===== config.mk =====
export PLATFORM = sky130hd
export DESIGN_NAME = tcp_type_cell
export DESIGN_NICKNAME = d
export VERILOG_FILES = /design/src/design/tcp_pkg.sv /design/src/design/tcp_type_cell.sv
export SDC_FILE = /design/constraint.sdc
export NUM_CORES = 1
export LEC_CHECK = 0
export BUFFER_PORTS_ARGS = -buffer_cell sky130_fd_sc_hd__buf_2
export CORE_AREA = 8 8 45 47
export DETAILED_ROUTE_END_ITERATION = 7
export DIE_AREA = 0 0 53 55
export SYNTH_ARGS = -nofsm -noshare
export SYNTH_HDL_FRONTEND = slang
export SYNTH_SLANG_ARGS = --single-unit

===== constraint.sdc =====
create_clock -name vclk -period 2
set_input_delay 0.3 -clock vclk [all_inputs]
set_output_delay 0.3 -clock vclk [all_outputs]
set_load 0.005 [all_outputs]

===== src/design/tcp_pkg.sv =====
// ----------------------------------------------------------------------------
// tcp_pkg
// Shared types, constants and helpers for the tile constraint propagation block.
// ----------------------------------------------------------------------------
package tcp_pkg;

	localparam int TYPE_COUNT  = 6;
	localparam int DOM_W       = 6;
	localparam int RND_W       = 16;
	localparam int CFG_W       = 36;
	localparam int CFG_IDX_W   = 3;
	localparam int MAX_WIDTH_DEF  = 64;
	localparam int MAX_HEIGHT_DEF = 32;

	localparam logic [DOM_W-1:0] FULL_DOMAIN = 6'h3F;

	// register indexes
	localparam logic [CFG_IDX_W-1:0] CFG_GRID_WIDTH    = 3'd0;
	localparam logic [CFG_IDX_W-1:0] CFG_GRID_HEIGHT   = 3'd1;
	localparam logic [CFG_IDX_W-1:0] CFG_ALLOWED_ABOVE = 3'd2;
	localparam logic [CFG_IDX_W-1:0] CFG_ALLOWED_LEFT  = 3'd3;
	localparam logic [CFG_IDX_W-1:0] CFG_ALLOWED_RIGHT = 3'd4;
	localparam logic [CFG_IDX_W-1:0] CFG_ALLOWED_BELOW = 3'd5;

	localparam logic [6:0]       RST_GRID_WIDTH  = 7'd60;
	localparam logic [5:0]       RST_GRID_HEIGHT = 6'd20;
	localparam logic [CFG_W-1:0] RST_ALLOWED_VERT = 36'd34501353923;
	localparam logic [CFG_W-1:0] RST_ALLOWED_HORZ = 36'd52218094019;

	// neighbor directions
	localparam logic [1:0] DIR_ABOVE = 2'd0;
	localparam logic [1:0] DIR_LEFT  = 2'd1;
	localparam logic [1:0] DIR_RIGHT = 2'd2;
	localparam logic [1:0] DIR_BELOW = 2'd3;

	// data handed from one type cell to the next
	typedef struct packed {
		logic [DOM_W-1:0] uni;     // union of allowed masks so far
		logic [2:0]       pick;    // set bits still to skip
		logic             found;
		logic [2:0]       chosen;
	} link_t;

	function automatic logic [2:0] count_types(input logic [DOM_W-1:0] d);
		logic [2:0] n;
		n = '0;
		for (int k = 0; k < DOM_W; k++) begin
			n = n + 3'(d[k]);
		end
		return n;
	endfunction

endpackage


===== src/design/tcp_type_cell.sv =====
// ----------------------------------------------------------------------------
// tcp_type_cell
// One tile type: folds its allowed mask into the union and takes part in
// picking the n-th set bit of a domain.
// ----------------------------------------------------------------------------
module tcp_type_cell #(
	parameter int K = 0
) (
	input  logic                      dom_bit,
	input  logic [tcp_pkg::DOM_W-1:0] rule,
	input  tcp_pkg::link_t            link_in,
	output tcp_pkg::link_t            link_out
);

	logic hit;

	assign hit = dom_bit && !link_in.found && (link_in.pick == 3'd0);

	always_comb begin
		link_out       = link_in;
		link_out.uni   = link_in.uni | (dom_bit ? rule : '0);
		link_out.found = link_in.found | hit;
		if (hit) begin
			link_out.chosen = 3'(K);
		end
		if (dom_bit && !link_in.found && (link_in.pick != 3'd0)) begin
			link_out.pick = link_in.pick - 3'd1;
		end
	end

endmodule


==> results of run 1 <==
worst max-delay path by stage:
stage / startpoint / end / cells after the start
2_1_floorplan: link_in[4] / link_out[4] / 5
3_3_place_gp: link_in[4] / link_out[4] / 7
3_5_place_dp: link_in[4] / link_out[4] / 7
4_1_cts: link_in[4] / link_out[4] / 7
5_1_grt: link_in[4] / link_out[4] / 7
6_report: link_in[4] / link_out[4] / 7
area by class of cell:
type                       instances  area [um2]
fill                             168        1020
inverter                           2        7.51
multi-input combinational         24         171
tap                               16        20.0
timing repair buffer              33         165
report_power, final:
part / switching, mW / internal [mW] / total (mW)
clock network: 0 / 0 / 0
registers: 0 / 0 / 0
logic: 0.0278 / 0.0403 / 0.0682
cells in the mapped netlist:
master	count
sky130_fd_sc_hd__a21o_1	7
sky130_fd_sc_hd__nor2b_1	4
sky130_fd_sc_hd__nor2_1	3
sky130_fd_sc_hd__a21oi_1	2
sky130_fd_sc_hd__ha_1	2
sky130_fd_sc_hd__inv_1	2
sky130_fd_sc_hd__nand2b_1	2
sky130_fd_sc_hd__and2b_1	1
sky130_fd_sc_hd__buf_4	1
sky130_fd_sc_hd__mux2_4	1
sky130_fd_sc_hd__nand2_1	1
sky130_fd_sc_hd__xnor2_1	1
critical path, delay by kind of cell:
family,cells,cell delay (ns)
xor+xnor,1,0.14
simple gates,2,0.32
fa+ha+maj,1,0.23
buf+inv,3,0.26
per-stage QoR:
step | util (%) | setup WS (ns) | cell area (um2) | hold slack, ns
6_report | 26.3 | 0.457 | 364 | 0.840
5_1_grt | 26.3 | 0.340 | 364 | 0.849
4_1_cts | 26.3 | 0.455 | 364 | 0.844
3_5_place_dp | 26.3 | 0.457 | 364 | 0.844
3_3_place_gp | 26.3 | 0.486 | 364 | 0.838
2_1_floorplan | - | 0.711 | 186 | 0.673
layer usage:
metal / part of all wire, % / vias to the layer above / wire (um)
met1: 38 / 131 / 295
met4: 0 / 0 / 0
li1: - / 154 / -
met2: 50 / 20 / 392
met5: 0 / - / 0
met3: 12 / 0 / 97
logic make-up (layout without fill, tap and decap cells):
kind of cell    count (synthesis)  in the layout  synth area share, %
fa+ha+maj                       2              2                 13.4
buf+inv                         3             35                 8.06
simple gates                   11             11                 32.2
xor+xnor                        1              1                 4.70
mux                             1              1                 8.05
compound gates                  9              9                 33.6
==> metrics list, run 1 <==
* Layer carrying the most global-route usage: met2
* Max Transition Viols Final: 0
- Number of detailed-routing iterations run before antenna repair: 2
- Sequential area share after synthesis: 0%
* Kind of start point of the critical path: primary input
- Initial DRC Count: 2
- Post-detailed-route count of antenna-violating nets: 0
- Top cell type's share of synthesized area: 28.2%
- Compared with the post-synthesis result, the final layout area differs by 95.3%.
- Synthesis produced a netlist with a net count of 49.
- After detailed routing, the number of remaining DRC violations is 0.
* Max IR drop VDD: 0.0000417 V
- Synthesis produced a netlist whose cell count is 27.
- Setup violations, final: 0
- Post-CTS setup repair buffer count: 0
- Global-route wire length before repair: 1130 um
- Slowest cell on the critical path: sky130_fd_sc_hd__ha_1
* X dimension of the die: 53 um
* Worst-path cell chain: buf_2 -> inv_1 -> ha_1 -> nor2b_1 -> nor2_1 -> xnor2_1 -> buf_2
- For this design the top-level I/O count stands at 33.
* Post-layout nets: 83
* Post-synth top area cell: sky130_fd_sc_hd__a21o_1
- Count of antenna diodes in the layout: 0
- At the pin with the least slew margin, the transition time is 0.198 ns.
* Total number of yosys warnings: 0
- Gr ovfl total: 0
- Most area-consuming cells after synthesis: sky130_fd_sc_hd__a21o_1 28%, sky130_fd_sc_hd__ha_1 13%, sky130_fd_sc_hd__nor2b_1 13%, sky130_fd_sc_hd__mux2_4 8.1%, sky130_fd_sc_hd__nand2b_1 6.7%
- Most frequent cell on the critical path: sky130_fd_sc_hd__buf_2
* Total die area: 2920 um2
* Core area: 1380 um2
- Post-layout min period: 1.54 ns
- Antenna violations before repair: 0
* Setup Crit Path Kind: primary input to output port
- In this run the vertical extent of the chip is 55 um.
- Post-route fraction of the period consumed by the critical path: 77.2%
- In this design, the stage delay of the slowest critical-path cell is 0.23 ns.
- Number of buffers inserted for hold repair after clock tree synthesis: 0
* Worst Path Required: 1.70 ns
- Along the worst path, the maximum fanout reaches 3.
* Layout Cells excl Fill: 75
- Met3 Use GR: 1.34%
- HPWL after detailed placement: 762 um
- STA puts the critical path data arrival time at 1.24 ns.
- Power spread over the standard cell area amounts to 187 nW/um2.
* Post-DR vias/cell: 4.07
- In this run the tightest slew margin relative to its limit is 86.7%.
- Run status: finished, final reports clean
- Buffers placed on the I/O ports in this run total 33.
- Entering global routing, the biggest net connects 10 pins.
- The path class of the tightest hold or removal check is primary input to output port.
- Leading cell types in the layout, fill and taps excluded: 33 x sky130_fd_sc_hd__buf_2, 7 x sky130_fd_sc_hd__a21o_1, 4 x sky130_fd_sc_hd__nor2b_1
- Final hold vios: 0
- Storage cell area: 0 um2
- Proportion of layout cells with a drive suffix above 1: 57.6%
- Routability-driven placement finished with a final weighted congestion of 0.607.
- The library cell used most frequently in the layout, excluding fill and tap cells, is sky130_fd_sc_hd__buf_2.
* Number of maximum-capacitance violations: 0
- Met1 Use GR: 4.83%
- After detailed routing, the average wire length per cell comes to 10.5 um.
* Clock Buffer Count: 0
* Cell leakage power: 0.236 nW
* Unrepaired setup endpoints after global routing: no
- The startpoint identified for the worst hold timing path is link_in[8].
* Depth of the worst hold-timing path: 3
- In the global route stage, overall resource usage came out at 4.58%.
- Power, Total: 0.0682 mW
- The worst hold path terminates at link_out[8].
- Max Clock Freq: 648 MHz
* Number of distinct library cells after synthesis: 12
* Post-route setup TNS: 0 ns
- Final routed wirelength across all metal layers: 785 um
- Vias in the first global route: 302
* Initial core utilization: 13.5%
- There are 0 flip-flops and latches.
- Met2 capacity usage during global routing: 9.18%
- Including well taps, the total number of placed cells is 75.
* Via count: 305
- Count of cells resized by post-cts repair: 0
* Capturing element type of the critical path: output port
- Cell Rows: 14
* Avg Cell Area, Syn: 6.90 um2
* Cell area after synthesis: 186 um2
Note: power is estimated with default switching activity, not from simulation.
==> run 2: changes to the inputs <==
==> constraint.sdc (replaced) <==
create_clock -name vclk -period 1.3
set_input_delay 0.195 -clock vclk [all_inputs]
set_output_delay 0.195 -clock vclk [all_outputs]
set_load 0.005 [all_outputs]
==> metrics list, run 2 (synthesis results as in run 1) <==
- The worst hold path terminates at link_out[7].
* Depth of the worst hold-timing path: 3
- FF+latch count: 0
- Final core utilization: 28.7%
- Critical path startpoint: link_in[5]
- The worst setup path is of the primary input to output port kind.
- Via count: 303
* Run status: finished, final reports clean
- Post-CTS setup repair buffer count: 0
* Port Buffer Count: 33
- Setup violations remaining at the end of the flow were counted as 0.
- Count of antenna diodes in the layout: 0
- X dimension of the die: 53 um
- Number of buffers inserted for hold repair after clock tree synthesis: 0
* RePlAce Congestion: 0.600
* Core area: 1380 um2
* Worst Tran Pin Value: 0.134 ns
- Max Transition Viols Final: 0
- Largest net degree at the start of global routing: 7
- The worst setup path is launched from a primary input.
- Leading cell type in the layout, fill and taps excluded: sky130_fd_sc_hd__buf_2
* Power, Total: 0.115 mW
* Family with the most delay on the worst path: buffers and inverters
- Tightest slew margin relative to the limit: 91.0%
- Fillers: 151
* Max IR drop VDD: 0.0000775 V
* Capturing element type of the critical path: output port
- Across the run, the number of max-cap violations was 0.
- Final hold vios: 0
- After the first detailed-routing iteration, the DRC count stood at 3.
- The via count of the first global-routing pass came to 339.
- Cell Rows: 14
- Post-layout nets: 84
* Unrepaired setup endpoints after global routing: no
- For this run, design rule violations remaining after detail routing come to 0.
- PD cells: 291 nW/um2
- Antenna violations before repair: 0
- Post-route fraction of the period consumed by the critical path: 94.7%
- The number of placed instances, taps included, is 76.
* Final routed wirelength across all metal layers: 814 um
* Total die area: 2920 um2
- Routed wire per std cell: 10.7 um
- Data arrives at the worst endpoint at 1.04 ns.
- Final critical-path setup slack: 0.0693 ns
- Walking the worst path, the cells encountered are buf_2 -> inv_1 -> ha_1 -> nand2_1 -> mux2_4 -> buf_2.
- The analysis attributes to cell leakage a power of 0.241 nW.
- Worst Path Required: 1.11 ns
* Layout Cells excl Fill: 76
- Post-DR vias/cell: 3.99
- After layout, the minimum clock period comes to 1.23 ns.
- Initial core utilization: 13.5%
- Hold Worst Slack: 0.629 ns
- The largest individual stage delay along the critical path comes from the cell sky130_fd_sc_hd__mux2_4.
- Storage cell area: 0 um2
* Total global-route track usage: 4.96%
- Vert. Die Dim: 55 um
* Number of top-level pins: 33
- Leaving out fill and tap cells, the most frequent cells in the layout are 33 x sky130_fd_sc_hd__buf_2, 7 x sky130_fd_sc_hd__a21o_1, 3 x sky130_fd_sc_hd__nor2b_1.
- Max Clock Freq: 813 MHz
- Crit-path max FO: 2
- The count of nets left with antenna violations once routing finished came out at 0.
- Path category of the worst min-delay check: primary input to output port
* HPWL after detailed placement: 768 um
* Number of detailed-routing iterations run before antenna repair: 4
- The startpoint identified for the worst hold timing path is link_in[7].
* Minimum setup slack after placement: -0.0383 ns
- Counting the clock-network buffers in the layout gives 0.
* Synthesis-to-layout area growth: 113%
- The post-route netlist has 66.7% of its cells at a drive strength greater than 1.
* Gr ovfl total: 0
* Biggest cell delay along the critical path: 0.29 ns
- Counting both buffers and inverters, the worst setup path holds a total of 3.
- The first global-routing pass estimated 1220 um of wire.
- In this design, the critical path's most frequently occurring cell is sky130_fd_sc_hd__buf_2.
==> run 2: changes by cell type in the layout (fill, tap and decap cells not counted), sizes merged <==
cell	change
buf	+1
==> run 2: how the worst max path moves through the flow <==
| stage | to | slack, ns | cells past startpoint |
|---|---|---|---|
| 2_1_floorplan | link_out[4] | 0.22 | 5 |
| 3_3_place_gp | link_out[4] | -0.005 | 7 |
| 3_5_place_dp | link_out[4] | -0.04 | 7 |
| 4_1_cts | link_out[4] | 0.0005 | 7 |
| 5_1_grt | link_out[6] | 0.02 | 6 |
| 6_report | link_out[6] | 0.07 | 6 |
==> run 2: report_power, final <==
part | switching [mW] | internal [mW] | leakage, nW
sequential | 0 | 0 | 0
clock | 0 | 0 | 0
combinational | 0.0472 | 0.0681 | 0.241
total | 0.0472 | 0.0681 | 0.241
==> run 2: layout make-up <==
class	instances	area (um2)	share of cell area, %
repair buffers	34	173	43.5
inverters	2	7.51	1.89
well taps	16	20.0	5.05
multi-input cells	24	196	49.5
==> run 2: per-layer routing <==
metal	part of all wire (%)	vias to the layer above	global-route usage, %
li1	-	155	-
met1	36	128	5.28
met2	50	20	9.77
met3	15	0	1.60
met4	0	0	0
met5	0	-	0
==> run 2: through the flow <==
stage          cell area (um2)   TNS, ns
6_report                   397         0
2_1_floorplan              186         0
3_5_place_dp               372   -0.0701
4_1_cts                    377         0
3_3_place_gp               372  -0.00541
5_1_grt                    397         0
==> run 2: timing repair <==
item | in CTS | in global routing
gates resized for setup | 2 | 5
endpoints found under the setup margin | 2 | 5
pin swaps | 1 | 0
==> run 3: changes to the inputs <==
--- a/config.mk
+++ b/config.mk
@@ -9,6 +9,7 @@
 export CORE_AREA = 8 8 45 47
 export DETAILED_ROUTE_END_ITERATION = 7
 export DIE_AREA = 0 0 53 55
+export PLACE_DENSITY = 0.59
 export SYNTH_ARGS = -nofsm -noshare
 export SYNTH_HDL_FRONTEND = slang
 export SYNTH_SLANG_ARGS = --single-unit
==> metrics list, run 3 (synthesis results as in run 1) <==
- Run status: finished, final reports clean
- Power, Total: 0.116 mW
- The count of buffers added on input and output ports is 33.
- X dimension of the die: 53 um
* Slowest cell on the critical path: sky130_fd_sc_hd__mux2_4
- After routing, the total negative slack on setup checks comes to 0 ns.
* Fillers: 161
- Routed wire per std cell: 10.8 um
- For this run, the detailed router's first-pass iteration total came to 1.
- Vert. Die Dim: 55 um
* Worst-path cell chain: buf_2 -> inv_1 -> ha_1 -> nand2_1 -> mux2_4 -> buf_2
* Number of top-level pins: 33
- The clock buffers instantiated in the layout total 0.
* Origin of the worst min-delay path: link_in[11]
* Data arrival time of the critical path: 1.05 ns
- Largest net degree at the start of global routing: 9
- Headroom to the max-slew limit came out at 86.7%.
- The count of pins over their slew limit came to 0.
- Counting instances, the worst hold path has a depth of 3.
- The worst setup path is captured at an output port.
* Proportion of layout cells with a drive suffix above 1: 65.0%
- Leading cell types in the layout, fill and taps excluded: 33 x sky130_fd_sc_hd__buf_2, 7 x sky130_fd_sc_hd__a21o_1, 3 x sky130_fd_sc_hd__nor2b_1
- The cell that appears most often on the critical path is sky130_fd_sc_hd__buf_2.
- The first global-routing pass estimated 1130 um of wire.
* Initial DRC Count: 0
* Worst Path Required: 1.11 ns
- Crit-path max FO: 2
- For this run, the total global-route usage over all layers was measured as 4.63%.
- Worst Tran Pin Value: 0.198 ns
* Count of antenna diodes in the layout: 0
- The worst setup path is launched from a primary input.
- Cell leakage power: 0.242 nW
- The die covers 2920 um2.
* Post-route DRC: 0
* Gr ovfl total: 0
* Leading cell type in the layout, fill and taps excluded: sky130_fd_sc_hd__buf_2
- Cell Rows: 14
- The congestion estimate from routability-driven global placement came to 0.629.
- Unrepaired setup endpoints after global routing: no
- FF+latch count: 0
- Post-CTS setup repair buffer count: 0
- PD cells: 293 nW/um2
* Core area: 1380 um2
* Setup Crit Path Kind: primary input to output port
- Storage cell area: 0 um2
- Setup violations remaining at the end of the flow were counted as 0.
- Max Clock Freq: 805 MHz
* Worst hold path endpoint: link_out[11]
- The number of antenna violations at the first check in global routing was 0.
* Biggest cell delay along the critical path: 0.29 ns
- Multi-input gate area in the final layout: 194 um2
* Post-DR vias/cell: 3.80
* Number of maximum-capacitance violations: 0
* Vias in the first global route: 301
* Critical path startpoint: link_in[5]
- Via count: 289
- The worst hold path belongs to the class primary input to output port.
- Final routed wirelength across all metal layers: 824 um
- Synthesis-to-layout area growth: 111%
* Post-layout nets: 84
* Max IR drop VDD: 0.0000801 V
- Subtracting the final worst setup slack from the clock period gives 1.24 ns.
- The cell family contributing the most delay on the critical path is buffers and inverters.
- The number of endpoints with negative hold slack in the final report is 0.
- Post-route fraction of the period consumed by the critical path: 95.6%
- Initial core utilization: 13.5%
- Post-detailed-route count of antenna-violating nets: 0
* Sum of buffers and inverters on the critical path: 3
* HPWL after detailed placement: 771 um
==> run 3: cell counts in the layout (fill, tap and decap cells not counted) <==
No cell type changed its count.
==> run 3: final cells by class <==
class                           instances  share of cell area (%)
Inverter                                2                    1.90
Multi-Input combinational cell         24                    49.2
Tap cell                               16                    5.08
Timing Repair Buffer                   34                    43.8
==> run 3: layer usage <==
layer | vias to the layer above | routed length [um] | global-route usage (%)
met3 | 0 | 58 | 1.07
met1 | 122 | 312 | 5.28
met4 | 0 | 0 | 0
li1 | 155 | - | -
met2 | 12 | 453 | 8.98
met5 | - | 0 | 0
==> run 3: tightest hold or removal path, delay by kind of cell <==
kind                   cells  cell delay [ns]
buffers and inverters      2             0.18
AOI/OAI and AO/OA          1             0.07
==> run 3: what timing repair did <==
action                     CTS  global route
hold endpoints to repair     0             0
setup endpoints to repair    2             5
pin swaps                    1             1
resized for setup            2             4
hold buffers                 0             0
==> run 3: worst max path at each step <==
stage | to | cells past startpoint
finish | link_out[6] | 6
global route | link_out[4] | 7
global placement | link_out[4] | 7
floorplan | link_out[4] | 5
CTS | link_out[4] | 7
detailed placement | link_out[4] | 7
==> run 3: stage by stage <==
stage	instance area [um2]	setup WS, ns	utilization [%]	hold WS [ns]	instances
floorplan	186	0.221	-	0.463	27
global placement	372	-0.00483	26.9	0.627	76
detailed placement	372	-0.0331	26.9	0.635	76
CTS	377	0.00884	27.2	0.634	76
global route	394	0.00982	28.5	0.637	76
finish	394	0.0575	28.5	0.631	76
==> run 3: power breakdown <==
| group | total (mW) | leakage [nW] | switching (mW) | internal, mW |
|---|---|---|---|---|
| logic | 0.116 | 0.242 | 0.0470 | 0.0686 |
| clock network | 0 | 0 | 0 | 0 |
| registers | 0 | 0 | 0 | 0 |
